--- src/hw/rtl/brms_pkg.sv ---
package brms_pkg;

  // Fixed widths of the accumulators, the window register and the results.
  localparam int SUM_W  = 42;
  localparam int WIN_W  = 13;
  localparam int RMS_W  = 16;
  localparam int ROOT_W = SUM_W / 2;

  // Window lengths above this are clamped; zero is treated as one.
  localparam int MAX_WINDOW   = 4096;
  localparam int WINDOW_RESET = 256;

  // Register index decoded from paddr[2].
  localparam logic [0:0] REG_WINDOW = 1'b0;

  // Control from the sequencer to each square accumulator.
  typedef struct packed {
    logic start;
    logic clr;
  } acc_ctl_t;

endpackage

--- src/hw/rtl/brms_sq_acc.sv ---
module brms_sq_acc #(
  parameter int SAMPLE_BITS = 16
) (
  input  logic                        clk,
  input  logic                        rst,
  input  brms_pkg::acc_ctl_t          ctl,
  input  logic [SAMPLE_BITS-1:0]      sample,
  output logic                        done,
  output logic [brms_pkg::SUM_W-1:0]  sum
);

  localparam int SQ_W  = 2 * SAMPLE_BITS;
  localparam int CNT_W = $clog2(SAMPLE_BITS + 1);
  localparam int ADD_W = ((SQ_W > brms_pkg::SUM_W) ? SQ_W : brms_pkg::SUM_W) + 1;
  localparam logic [ADD_W-1:0] SUM_MAX = ADD_W'({brms_pkg::SUM_W{1'b1}});

  logic [SAMPLE_BITS-1:0] mag;
  logic [SAMPLE_BITS-1:0] mcand;
  logic [SQ_W-1:0]        prod;
  logic [SQ_W-1:0]        prod_next;
  logic [SAMPLE_BITS:0]   hi_sum;
  logic [CNT_W-1:0]       bit_cnt;
  logic                   mul_busy;
  logic                   add_pend;
  logic [ADD_W-1:0]       sum_ext;

  // Magnitude of a two's complement sample; the most negative value maps to
  // 2^(SAMPLE_BITS-1), which still fits unsigned.
  assign mag = sample[SAMPLE_BITS-1] ? (~sample + 1'b1) : sample;

  // Shift-add multiplier: one multiplier bit is retired per cycle.
  assign hi_sum    = {1'b0, prod[SQ_W-1:SAMPLE_BITS]}
                   + {1'b0, (prod[0] ? mcand : {SAMPLE_BITS{1'b0}})};
  assign prod_next = {hi_sum, prod[SAMPLE_BITS-1:1]};

  assign sum_ext = ADD_W'(sum) + ADD_W'(prod);

  always_ff @(posedge clk) begin
    if (rst) begin
      mul_busy <= 1'b0;
      add_pend <= 1'b0;
      done     <= 1'b0;
      sum      <= '0;
      bit_cnt  <= '0;
    end else begin
      done <= 1'b0;
      if (ctl.clr) begin
        sum <= '0;
      end
      if (ctl.start) begin
        mul_busy <= 1'b1;
        bit_cnt  <= '0;
      end else if (mul_busy) begin
        bit_cnt <= bit_cnt + 1'b1;
        if (bit_cnt == CNT_W'(SAMPLE_BITS - 1)) begin
          mul_busy <= 1'b0;
          add_pend <= 1'b1;
        end
      end else if (add_pend) begin
        // Saturating accumulate of the finished square.
        sum      <= (sum_ext > SUM_MAX) ? SUM_MAX[brms_pkg::SUM_W-1:0]
                                        : sum_ext[brms_pkg::SUM_W-1:0];
        add_pend <= 1'b0;
        done     <= 1'b1;
      end
    end
  end

  always_ff @(posedge clk) begin
    if (ctl.start) begin
      prod  <= {{SAMPLE_BITS{1'b0}}, mag};
      mcand <= mag;
    end else if (mul_busy) begin
      prod <= prod_next;
    end
  end

endmodule

--- src/hw/rtl/brms_div.sv ---
module brms_div (
  input  logic                        clk,
  input  logic                        rst,
  input  logic                        start,
  input  logic [brms_pkg::SUM_W-1:0]  dividend,
  input  logic [brms_pkg::WIN_W-1:0]  divisor,
  output logic                        done,
  output logic [brms_pkg::SUM_W-1:0]  quotient
);

  localparam int CNT_W = $clog2(brms_pkg::SUM_W + 1);

  logic [brms_pkg::WIN_W-1:0] div_q;
  logic [brms_pkg::WIN_W-1:0] rem_q;
  logic [brms_pkg::WIN_W:0]   trial;
  logic [brms_pkg::WIN_W:0]   diff;
  logic                       ge;
  logic [CNT_W-1:0]           cnt;
  logic                       busy;

  // Restoring division: the dividend shifts out of the top of the quotient
  // register while quotient bits shift in at the bottom.
  assign trial = {rem_q, quotient[brms_pkg::SUM_W-1]};
  assign diff  = trial - {1'b0, div_q};
  assign ge    = (trial >= {1'b0, div_q});

  always_ff @(posedge clk) begin
    if (rst) begin
      busy <= 1'b0;
      done <= 1'b0;
      cnt  <= '0;
    end else begin
      done <= 1'b0;
      if (start) begin
        busy <= 1'b1;
        cnt  <= '0;
      end else if (busy) begin
        cnt <= cnt + 1'b1;
        if (cnt == CNT_W'(brms_pkg::SUM_W - 1)) begin
          busy <= 1'b0;
          done <= 1'b1;
        end
      end
    end
  end

  always_ff @(posedge clk) begin
    if (start) begin
      quotient <= dividend;
      div_q    <= divisor;
      rem_q    <= '0;
    end else if (busy) begin
      quotient <= {quotient[brms_pkg::SUM_W-2:0], ge};
      rem_q    <= ge ? diff[brms_pkg::WIN_W-1:0] : trial[brms_pkg::WIN_W-1:0];
    end
  end

endmodule

--- src/hw/rtl/brms_isqrt.sv ---
module brms_isqrt (
  input  logic                         clk,
  input  logic                         rst,
  input  logic                         start,
  input  logic [brms_pkg::SUM_W-1:0]   radicand,
  output logic                         done,
  output logic [brms_pkg::ROOT_W-1:0]  root
);

  localparam int REM_W = brms_pkg::ROOT_W + 2;
  localparam int CNT_W = $clog2(brms_pkg::ROOT_W + 1);

  logic [brms_pkg::SUM_W-1:0] rad;
  logic [REM_W-1:0]           rem_q;
  logic [REM_W-1:0]           trial;
  logic [REM_W-1:0]           test;
  logic                       ge;
  logic [CNT_W-1:0]           cnt;
  logic                       busy;

  // Digit-by-digit square root: two radicand bits enter per cycle and one
  // root bit is decided. Before each step the partial remainder is no wider
  // than the root field, so its two top bits can be dropped.
  assign trial = {rem_q[REM_W-3:0], rad[brms_pkg::SUM_W-1 -: 2]};
  assign test  = {root, 2'b01};
  assign ge    = (trial >= test);

  always_ff @(posedge clk) begin
    if (rst) begin
      busy <= 1'b0;
      done <= 1'b0;
      cnt  <= '0;
    end else begin
      done <= 1'b0;
      if (start) begin
        busy <= 1'b1;
        cnt  <= '0;
      end else if (busy) begin
        cnt <= cnt + 1'b1;
        if (cnt == CNT_W'(brms_pkg::ROOT_W - 1)) begin
          busy <= 1'b0;
          done <= 1'b1;
        end
      end
    end
  end

  always_ff @(posedge clk) begin
    if (start) begin
      rad   <= radicand;
      rem_q <= '0;
      root  <= '0;
    end else if (busy) begin
      rad   <= {rad[brms_pkg::SUM_W-3:0], 2'b00};
      rem_q <= ge ? (trial - test) : trial;
      root  <= {root[brms_pkg::ROOT_W-2:0], ge};
    end
  end

endmodule

--- src/hw/rtl/block_rms_meter_two_channel_unit.sv ---
// Two-channel block RMS meter.
// Input stream: s_axis_tdata carries a voltage and a current sample, s_axis_tuser
// carries the valid and clear flags. Every accepted word returns exactly one output
// word with the current voltage and current RMS pair and an update flag.
// A valid word adds both squares to the running sums; when the count reaches the
// window length, each RMS becomes floor(sqrt(sum / window)) and the sums restart.
// A word with clear set or valid low zeroes the sums, the count and both RMS values.
// One word is processed at a time. The squares come from a bit-serial shift-add
// multiplier and are added to the sums; a word that does not close a window then
// goes to the output stage, and the next word is taken once its output word has
// been registered. A word that closes a window also runs a restoring divider and a
// two-bit-per-step square root before its output stage. A cleared word goes
// straight to the output stage.
// The window length register sits at APB address 0 and resets to 256; it is to be
// written only while the meter is idle. Reset also zeroes sums, count and RMS values.
// If the output is stalled, the finished word holds in the output register; the next
// input word is still taken and computed, and input then stops until the held word
// has been delivered.
module block_rms_meter_two_channel_unit #(
  parameter int SAMPLE_BITS = 16
) (
  input  logic                               clk,
  input  logic                               rst,
  // APB configuration port
  input  logic                               psel,
  input  logic                               penable,
  input  logic                               pwrite,
  input  logic [2:0]                         paddr,
  input  logic [31:0]                        pwdata,
  output logic [31:0]                        prdata,
  output logic                               pready,
  // Input stream
  input  logic                               s_axis_tvalid,
  output logic                               s_axis_tready,
  // tdata from bit 0: voltage sample, current sample, zero fill to a whole byte
  input  logic [((2*SAMPLE_BITS+7)/8)*8-1:0] s_axis_tdata,
  // tuser from bit 0: sample_valid, clear
  input  logic [1:0]                         s_axis_tuser,
  // Output stream
  output logic                               m_axis_tvalid,
  input  logic                               m_axis_tready,
  // tdata from bit 0: vout_rms, iout_rms
  output logic [2*brms_pkg::RMS_W-1:0]       m_axis_tdata,
  // tuser from bit 0: rms_updated
  output logic [0:0]                         m_axis_tuser
);

  localparam logic [2:0] ST_IDLE = 3'd0;
  localparam logic [2:0] ST_SQ   = 3'd1;
  localparam logic [2:0] ST_DIV  = 3'd2;
  localparam logic [2:0] ST_SQRT = 3'd3;
  localparam logic [2:0] ST_PUSH = 3'd4;

  localparam int WIN_W = brms_pkg::WIN_W;
  localparam int RMS_W = brms_pkg::RMS_W;
  localparam logic [WIN_W-1:0] WIN_MAX = WIN_W'(brms_pkg::MAX_WINDOW);

  logic [2:0]                  state;
  logic [2:0]                  state_next;
  logic [WIN_W-1:0]            window_length;
  logic [WIN_W-1:0]            win_eff;
  logic [WIN_W-1:0]            count;
  logic [WIN_W-1:0]            count_inc;
  logic                        win_hit;
  logic [RMS_W-1:0]            vout_rms;
  logic [RMS_W-1:0]            iout_rms;
  logic                        upd_flag;
  logic                        in_fire;
  logic                        in_good;
  logic                        out_free;
  logic                        cfg_wr;

  brms_pkg::acc_ctl_t          acc_ctl;
  logic                        v_sq_done;
  logic                        i_sq_done;
  logic [brms_pkg::SUM_W-1:0]  v_sum;
  logic [brms_pkg::SUM_W-1:0]  i_sum;
  logic                        div_start;
  logic                        v_div_done;
  logic                        i_div_done;
  logic [brms_pkg::SUM_W-1:0]  v_quot;
  logic [brms_pkg::SUM_W-1:0]  i_quot;
  logic                        rt_start;
  logic                        v_rt_done;
  logic                        i_rt_done;
  logic [brms_pkg::ROOT_W-1:0] v_root;
  logic [brms_pkg::ROOT_W-1:0] i_root;

  // Configuration port
  assign pready = 1'b1;
  assign cfg_wr = psel && penable && pwrite && pready && (paddr[2:2] == brms_pkg::REG_WINDOW);
  assign prdata = (paddr[2:2] == brms_pkg::REG_WINDOW) ? 32'(window_length) : 32'd0;

  assign win_eff = (window_length == '0)    ? WIN_W'(1) :
                   (window_length > WIN_MAX) ? WIN_MAX : window_length;

  assign s_axis_tready = (state == ST_IDLE);
  assign in_fire       = s_axis_tvalid && s_axis_tready;
  assign in_good       = s_axis_tuser[0] && !s_axis_tuser[1];
  assign out_free      = !m_axis_tvalid || m_axis_tready;

  assign count_inc = count + 1'b1;
  assign win_hit   = (count_inc >= win_eff);

  // The divider captures the sums on the same edge that clears them.
  assign div_start     = (state == ST_SQ) && v_sq_done && win_hit;
  assign rt_start      = (state == ST_DIV) && v_div_done;
  assign acc_ctl.start = in_fire && in_good;
  assign acc_ctl.clr   = (in_fire && !in_good) || div_start;

  brms_sq_acc #(.SAMPLE_BITS(SAMPLE_BITS)) u_v_acc (
    .clk(clk), .rst(rst), .ctl(acc_ctl),
    .sample(s_axis_tdata[SAMPLE_BITS-1:0]),
    .done(v_sq_done), .sum(v_sum)
  );

  brms_sq_acc #(.SAMPLE_BITS(SAMPLE_BITS)) u_i_acc (
    .clk(clk), .rst(rst), .ctl(acc_ctl),
    .sample(s_axis_tdata[2*SAMPLE_BITS-1:SAMPLE_BITS]),
    .done(i_sq_done), .sum(i_sum)
  );

  brms_div u_v_div (
    .clk(clk), .rst(rst), .start(div_start), .dividend(v_sum), .divisor(win_eff),
    .done(v_div_done), .quotient(v_quot)
  );

  brms_div u_i_div (
    .clk(clk), .rst(rst), .start(div_start), .dividend(i_sum), .divisor(win_eff),
    .done(i_div_done), .quotient(i_quot)
  );

  brms_isqrt u_v_rt (
    .clk(clk), .rst(rst), .start(rt_start), .radicand(v_quot),
    .done(v_rt_done), .root(v_root)
  );

  brms_isqrt u_i_rt (
    .clk(clk), .rst(rst), .start(rt_start), .radicand(i_quot),
    .done(i_rt_done), .root(i_root)
  );

  always_comb begin
    state_next = state;
    unique case (state)
      ST_IDLE: begin
        if (in_fire) state_next = in_good ? ST_SQ : ST_PUSH;
      end
      ST_SQ: begin
        if (v_sq_done) state_next = win_hit ? ST_DIV : ST_PUSH;
      end
      ST_DIV: begin
        if (v_div_done) state_next = ST_SQRT;
      end
      ST_SQRT: begin
        if (v_rt_done) state_next = ST_PUSH;
      end
      ST_PUSH: begin
        if (out_free) state_next = ST_IDLE;
      end
      default: state_next = ST_IDLE;
    endcase
  end

  always_ff @(posedge clk) begin
    if (rst) begin
      state         <= ST_IDLE;
      window_length <= WIN_W'(brms_pkg::WINDOW_RESET);
      count         <= '0;
      vout_rms      <= '0;
      iout_rms      <= '0;
      upd_flag      <= 1'b0;
      m_axis_tvalid <= 1'b0;
    end else begin
      state <= state_next;
      if (cfg_wr) begin
        window_length <= pwdata[WIN_W-1:0];
      end
      if (m_axis_tvalid && m_axis_tready) begin
        m_axis_tvalid <= 1'b0;
      end
      if (in_fire) begin
        upd_flag <= 1'b0;
        if (!in_good) begin
          count    <= '0;
          vout_rms <= '0;
          iout_rms <= '0;
        end
      end
      if (state == ST_SQ && v_sq_done) begin
        count <= win_hit ? '0 : count_inc;
      end
      if (state == ST_SQRT && v_rt_done) begin
        // Roots above the result width saturate.
        vout_rms <= (v_root[brms_pkg::ROOT_W-1:RMS_W] != '0) ? {RMS_W{1'b1}}
                                                             : v_root[RMS_W-1:0];
        iout_rms <= (i_root[brms_pkg::ROOT_W-1:RMS_W] != '0) ? {RMS_W{1'b1}}
                                                             : i_root[RMS_W-1:0];
        upd_flag <= 1'b1;
      end
      if (state == ST_PUSH && out_free) begin
        m_axis_tvalid <= 1'b1;
      end
    end
  end

  always_ff @(posedge clk) begin
    if (state == ST_PUSH && out_free) begin
      m_axis_tdata <= {iout_rms, vout_rms};
      m_axis_tuser <= upd_flag;
    end
  end

  a_count_range: assert property (@(posedge clk) disable iff (rst)
    count < WIN_MAX)
    else $error("window count reached the clamp limit");

  a_clear_zeroes: assert property (@(posedge clk) disable iff (rst)
    (in_fire && !in_good) |=> (count == '0 && vout_rms == '0 && iout_rms == '0 && !upd_flag))
    else $error("cleared word left state behind");

  a_acc_lockstep: assert property (@(posedge clk) disable iff (rst)
    (v_sq_done == i_sq_done) && (v_div_done == i_div_done) && (v_rt_done == i_rt_done))
    else $error("channel units out of step");

  a_update_only_from_root: assert property (@(posedge clk) disable iff (rst)
    $rose(upd_flag) |-> $past(state == ST_SQRT && v_rt_done))
    else $error("update flag set outside a window close");

endmodule

--- config.mk ---
export PLATFORM = sky130hd
export DESIGN_NAME = block_rms_meter_two_channel_unit
export DESIGN_NICKNAME = d
export VERILOG_FILES = /design/src/hw/rtl/brms_pkg.sv /design/src/hw/rtl/brms_sq_acc.sv /design/src/hw/rtl/brms_div.sv /design/src/hw/rtl/brms_isqrt.sv /design/src/hw/rtl/block_rms_meter_two_channel_unit.sv
export SDC_FILE = /design/constraint.sdc
export NUM_CORES = 2
export LEC_CHECK = 0
export BUFFER_PORTS_ARGS = -buffer_cell sky130_fd_sc_hd__buf_4
export CAP_MARGIN = 20
export CORE_MARGIN = 2
export CORE_UTILIZATION = 30
export CTS_CLUSTER_SIZE = 20
export DETAILED_ROUTE_END_ITERATION = 7
export MAX_ROUTING_LAYER = met4
export SETUP_SLACK_MARGIN = 0.3
export SYNTH_ARGS = -nofsm -noshare
export SYNTH_HDL_FRONTEND = slang
export SYNTH_SLANG_ARGS = --single-unit
--- constraint.sdc ---
create_clock -name clk -period 4.2 [get_ports clk]
set_input_delay 0.21 -clock clk [delete_from_list [all_inputs] [get_ports clk]]
set_output_delay 0.21 -clock clk [all_outputs]
set_load 0.01 [all_outputs]
==> flow_metrics.tcl <==
set metrics [dict create \
    cp_cell_sequence "ha_2, nand3_1, nor2_1, and3_1, and3_1, xor2_1, ha_1, nand2_1, nor4_2, nor4_2, a211o_4, buf_12, buf_4, nand3_1, o32ai_1, a211o_1" \
    grt_pass1_wl_um 126500 \
    finalPower_mw 15.80 \
    wl_um 77280 \
    synth_edf_count 278 \
    crit_path_start_kind "register" \
    area_growth_syn_to_layout_pct 15.12 \
    ys_seq_elements 610 \
    p_sw_mw 4.652 \
    arrival_ns 4.19 \
    yosysMostFrequentCell "nand2_1" \
    min_period_ns 3.661 \
    status "complete, no violations" \
    synthArstFlopShare_pct 0 \
    yosysTopAreaCell "edfxtp_1" \
    pwr-share-comb_pct 19.0 \
    ys_top_cells_by_count "761 x nand2_1, 351 x a21oi_1, 332 x dfxtp_1" \
    slew_headroom_pct 37.44 \
    dieHeight_um 335.9 \
    ant_nets 0 \
    coreArea_sq_um 109000 \
    cp.required_ns 4.72 \
    postLayoutSetupSlackWorst_ns 0.5385 \
    vias 25790 \
    post-route-period-util_pct 87.18 \
    grt.total_usage_pct 13.87 \
    clock_latency_ns 0.63 \
    peakVddDrop_mv 0.2618 \
    io_pins 144 \
    placed_area_sq_um 35310 \
    regArea_sq_um 15000 \
    worstSetupEndpointType "register" \
    p_leak_nw 15.37 \
    path_buf_inv 2 \
    ys_warn_count 0 \
    synth.cell_area_sq_um 33050 \
    num_antenna_cells 0 \
    path_max_fanout 24 \
    tightest_slew_ns 0.9383 \
    synthCells 3684 \
    tns_ns 0 \
    pre_cts_slack_ns 0.4003 \
    dpl.hpwl_um 53730 \
    gp_congestion 0.8760 \
    fin_worst_skew_ns 0.02683 \
    cts_buffer_depth 3 \
    ys.flop_type "dfxtp_1" \
    drtIter0Drc 1490 \
    cp_slowest_cell "dfxtp_1" \
    cpPeakStageDelay_ns 0.41 \
    yosys-top-cells-area "edfxtp_1 25%, dfxtp_1 20%, nand2_1 8.6%" \
    first_global_vias 24580 \
    crit_type "register to register" \
    critical-path-top-delay-family "simple AND/OR/NAND/NOR gates" \
    die_w_um 335.9 \
    grt_antenna_before_repair 0 \
    report.final.hold_viol_count 0 \
    avgSynthCellArea_sq_um 8.972 \
    vias_per_cell 4.911 \
    setup_violations 0 \
    gr-total-overflow 0 \
    max_freq_ghz 0.2731 \
    wl_per_cell_um 14.72 \
    rows 121 \
    cts.sinks 610 \
    p_sw_share_pct 29.44 \
    cts_tree "built" \
    root_buffer "clkbuf_16" \
    hp-class "primary input to register" \
    fillers 11180 \
    final_area_sq_um 38050 \
    dieArea_sq_um 112800 \
    nNetsFinal 4059 \
    rsz0062_at_grt "no" \
    seqPwrFrac_pct 43.2 \
    intPower_mw 11.15 \
    p_per_area_nw_per_um2 415.3 \
    cts_inserted_buffers 68 \
    multi_input_area_sq_um 16830 \
    synth_top_cell_area_share_pct 25.26 \
    maxCapViolCount 0 \
    drcViolationCount 0 \
    ys_seq_area_share_pct 45.36 \
    clkPwrFrac_pct 37.8 \
    initial_utilization_pct 30.32 \
    synth_cell_types 88 \
    finalMaxSlewViolations 0 \
    htreeDepth 3 \
    grt_max_degree 120 \
    drive_above_1_share_pct 7.949 \
    first_pass_iters 5 \
    portBuffers 102 \
    clk_pin_slew_ns 0.06 \
]
-- timing repair --
item                                    CTS  global route
hold buffers                             42             0
setup buffers                             0             1
hold endpoints to repair                 46             0
endpoints found under the setup margin    0            80
resized for setup                         0             7
-- power groups by stage --
stage | clock network (mW) | registers (mW) | logic [mW]
floorplan | 0 | 6.82 | 2.39
global placement | 0 | 6.94 | 2.91
detailed placement | 0 | 6.95 | 2.96
CTS | 6.16 | 6.82 | 3.01
global route | 6.38 | 6.87 | 3.40
finish | 5.97 | 6.83 | 3.01
-- worst register-to-register path: cells and delay by family, from the launching register on --
kind	cells	cell delay, ns
buf+inv	2	0.37
xor+xnor	1	0.09
simple gates	8	1.39
compound gates	3	0.76
flops	1	0.41
fa+ha+maj	2	0.55
-- metal layers --
metal | part of all wire (%) | GRT usage [%] | vias up | routed length [um]
met5 | 0 | - | - | 0
met4 | 2.0 | 3.731 | 0 | 1549
met3 | 3.9 | 2.157 | 103 | 3031
met2 | 45 | 22.02 | 395 | 34800
met1 | 49 | 18.36 | 12170 | 37900
li1 | - | - | 13130 | -
-- logic make-up after synthesis --
group / Yosys count / synth area share [%]
mux: 121 / 3.713
other cells: 2 / 0.02272
buf+inv: 332 / 4.153
flops: 610 / 45.36
xor+xnor: 189 / 5.008
simple gates: 1419 / 18.85
fa+ha+maj: 202 / 7.783
compound gates: 809 / 15.11
-- registers in the layout, summed over array words and instances (netlist names), 32 cells and up --
| name | cells |
|---|---|
| u_v_acc.prod | 32 |
| u_i_acc.prod | 32 |
| u_v_rt.rad | 42 |
| u_i_acc.sum | 42 |
| m_axis_tdata | 32 |
| u_i_rt.rad | 42 |
| u_v_acc.sum | 42 |
| u_i_div.quotient | 42 |
| u_v_div.quotient | 42 |
-- cell usage in the layout (no fill, tap or decap), types with 68 or more instances in the layout --
cell type and n:
a21oi_1 349, buf_4 139, clkbuf_16 68, dfxtp_1 330, edfxtp_1 278, ha_1 195, inv_1 146, mux2i_1 117
nand2_1 760, nor2_1 265, nor3_1 83, o21ai_0 154, xnor2_1 109, xor2_1 80
-- layout make-up --
cell class	instances	share of cell area, %
clock buffer	81	4.600
clock inverter	45	1.253
inverter	150	1.480
multi-input combinational	2760	44.24
sequential	610	39.41
tap	1414	4.650
timing repair buffer	191	4.367
-- metrics by stage --
stage	cells	util [%]	hold WS, ns
floorplan	3702	-	0.3089
global placement	5080	32.39	0.4146
detailed placement	5080	32.39	0.4162
CTS	5248	34.82	0.007134
global route	5251	34.91	0.02571
finish	5251	34.91	0.05539
-- worst paths after layout --
path / from / to / slack, ns / cells past startpoint
worst max-delay path: count[0] / u_i_acc.sum[35] / 0.54 / 16
worst min-delay path: s_axis_tdata[15] / u_v_acc.mcand[1] / 0.06 / 3
worst max register to register: count[0] / u_i_acc.sum[35] / 0.54 / 16
worst min register to register: iout_rms[8] / m_axis_tdata[24] / 0.43 / 0
Power figures use the tool's default switching activity.
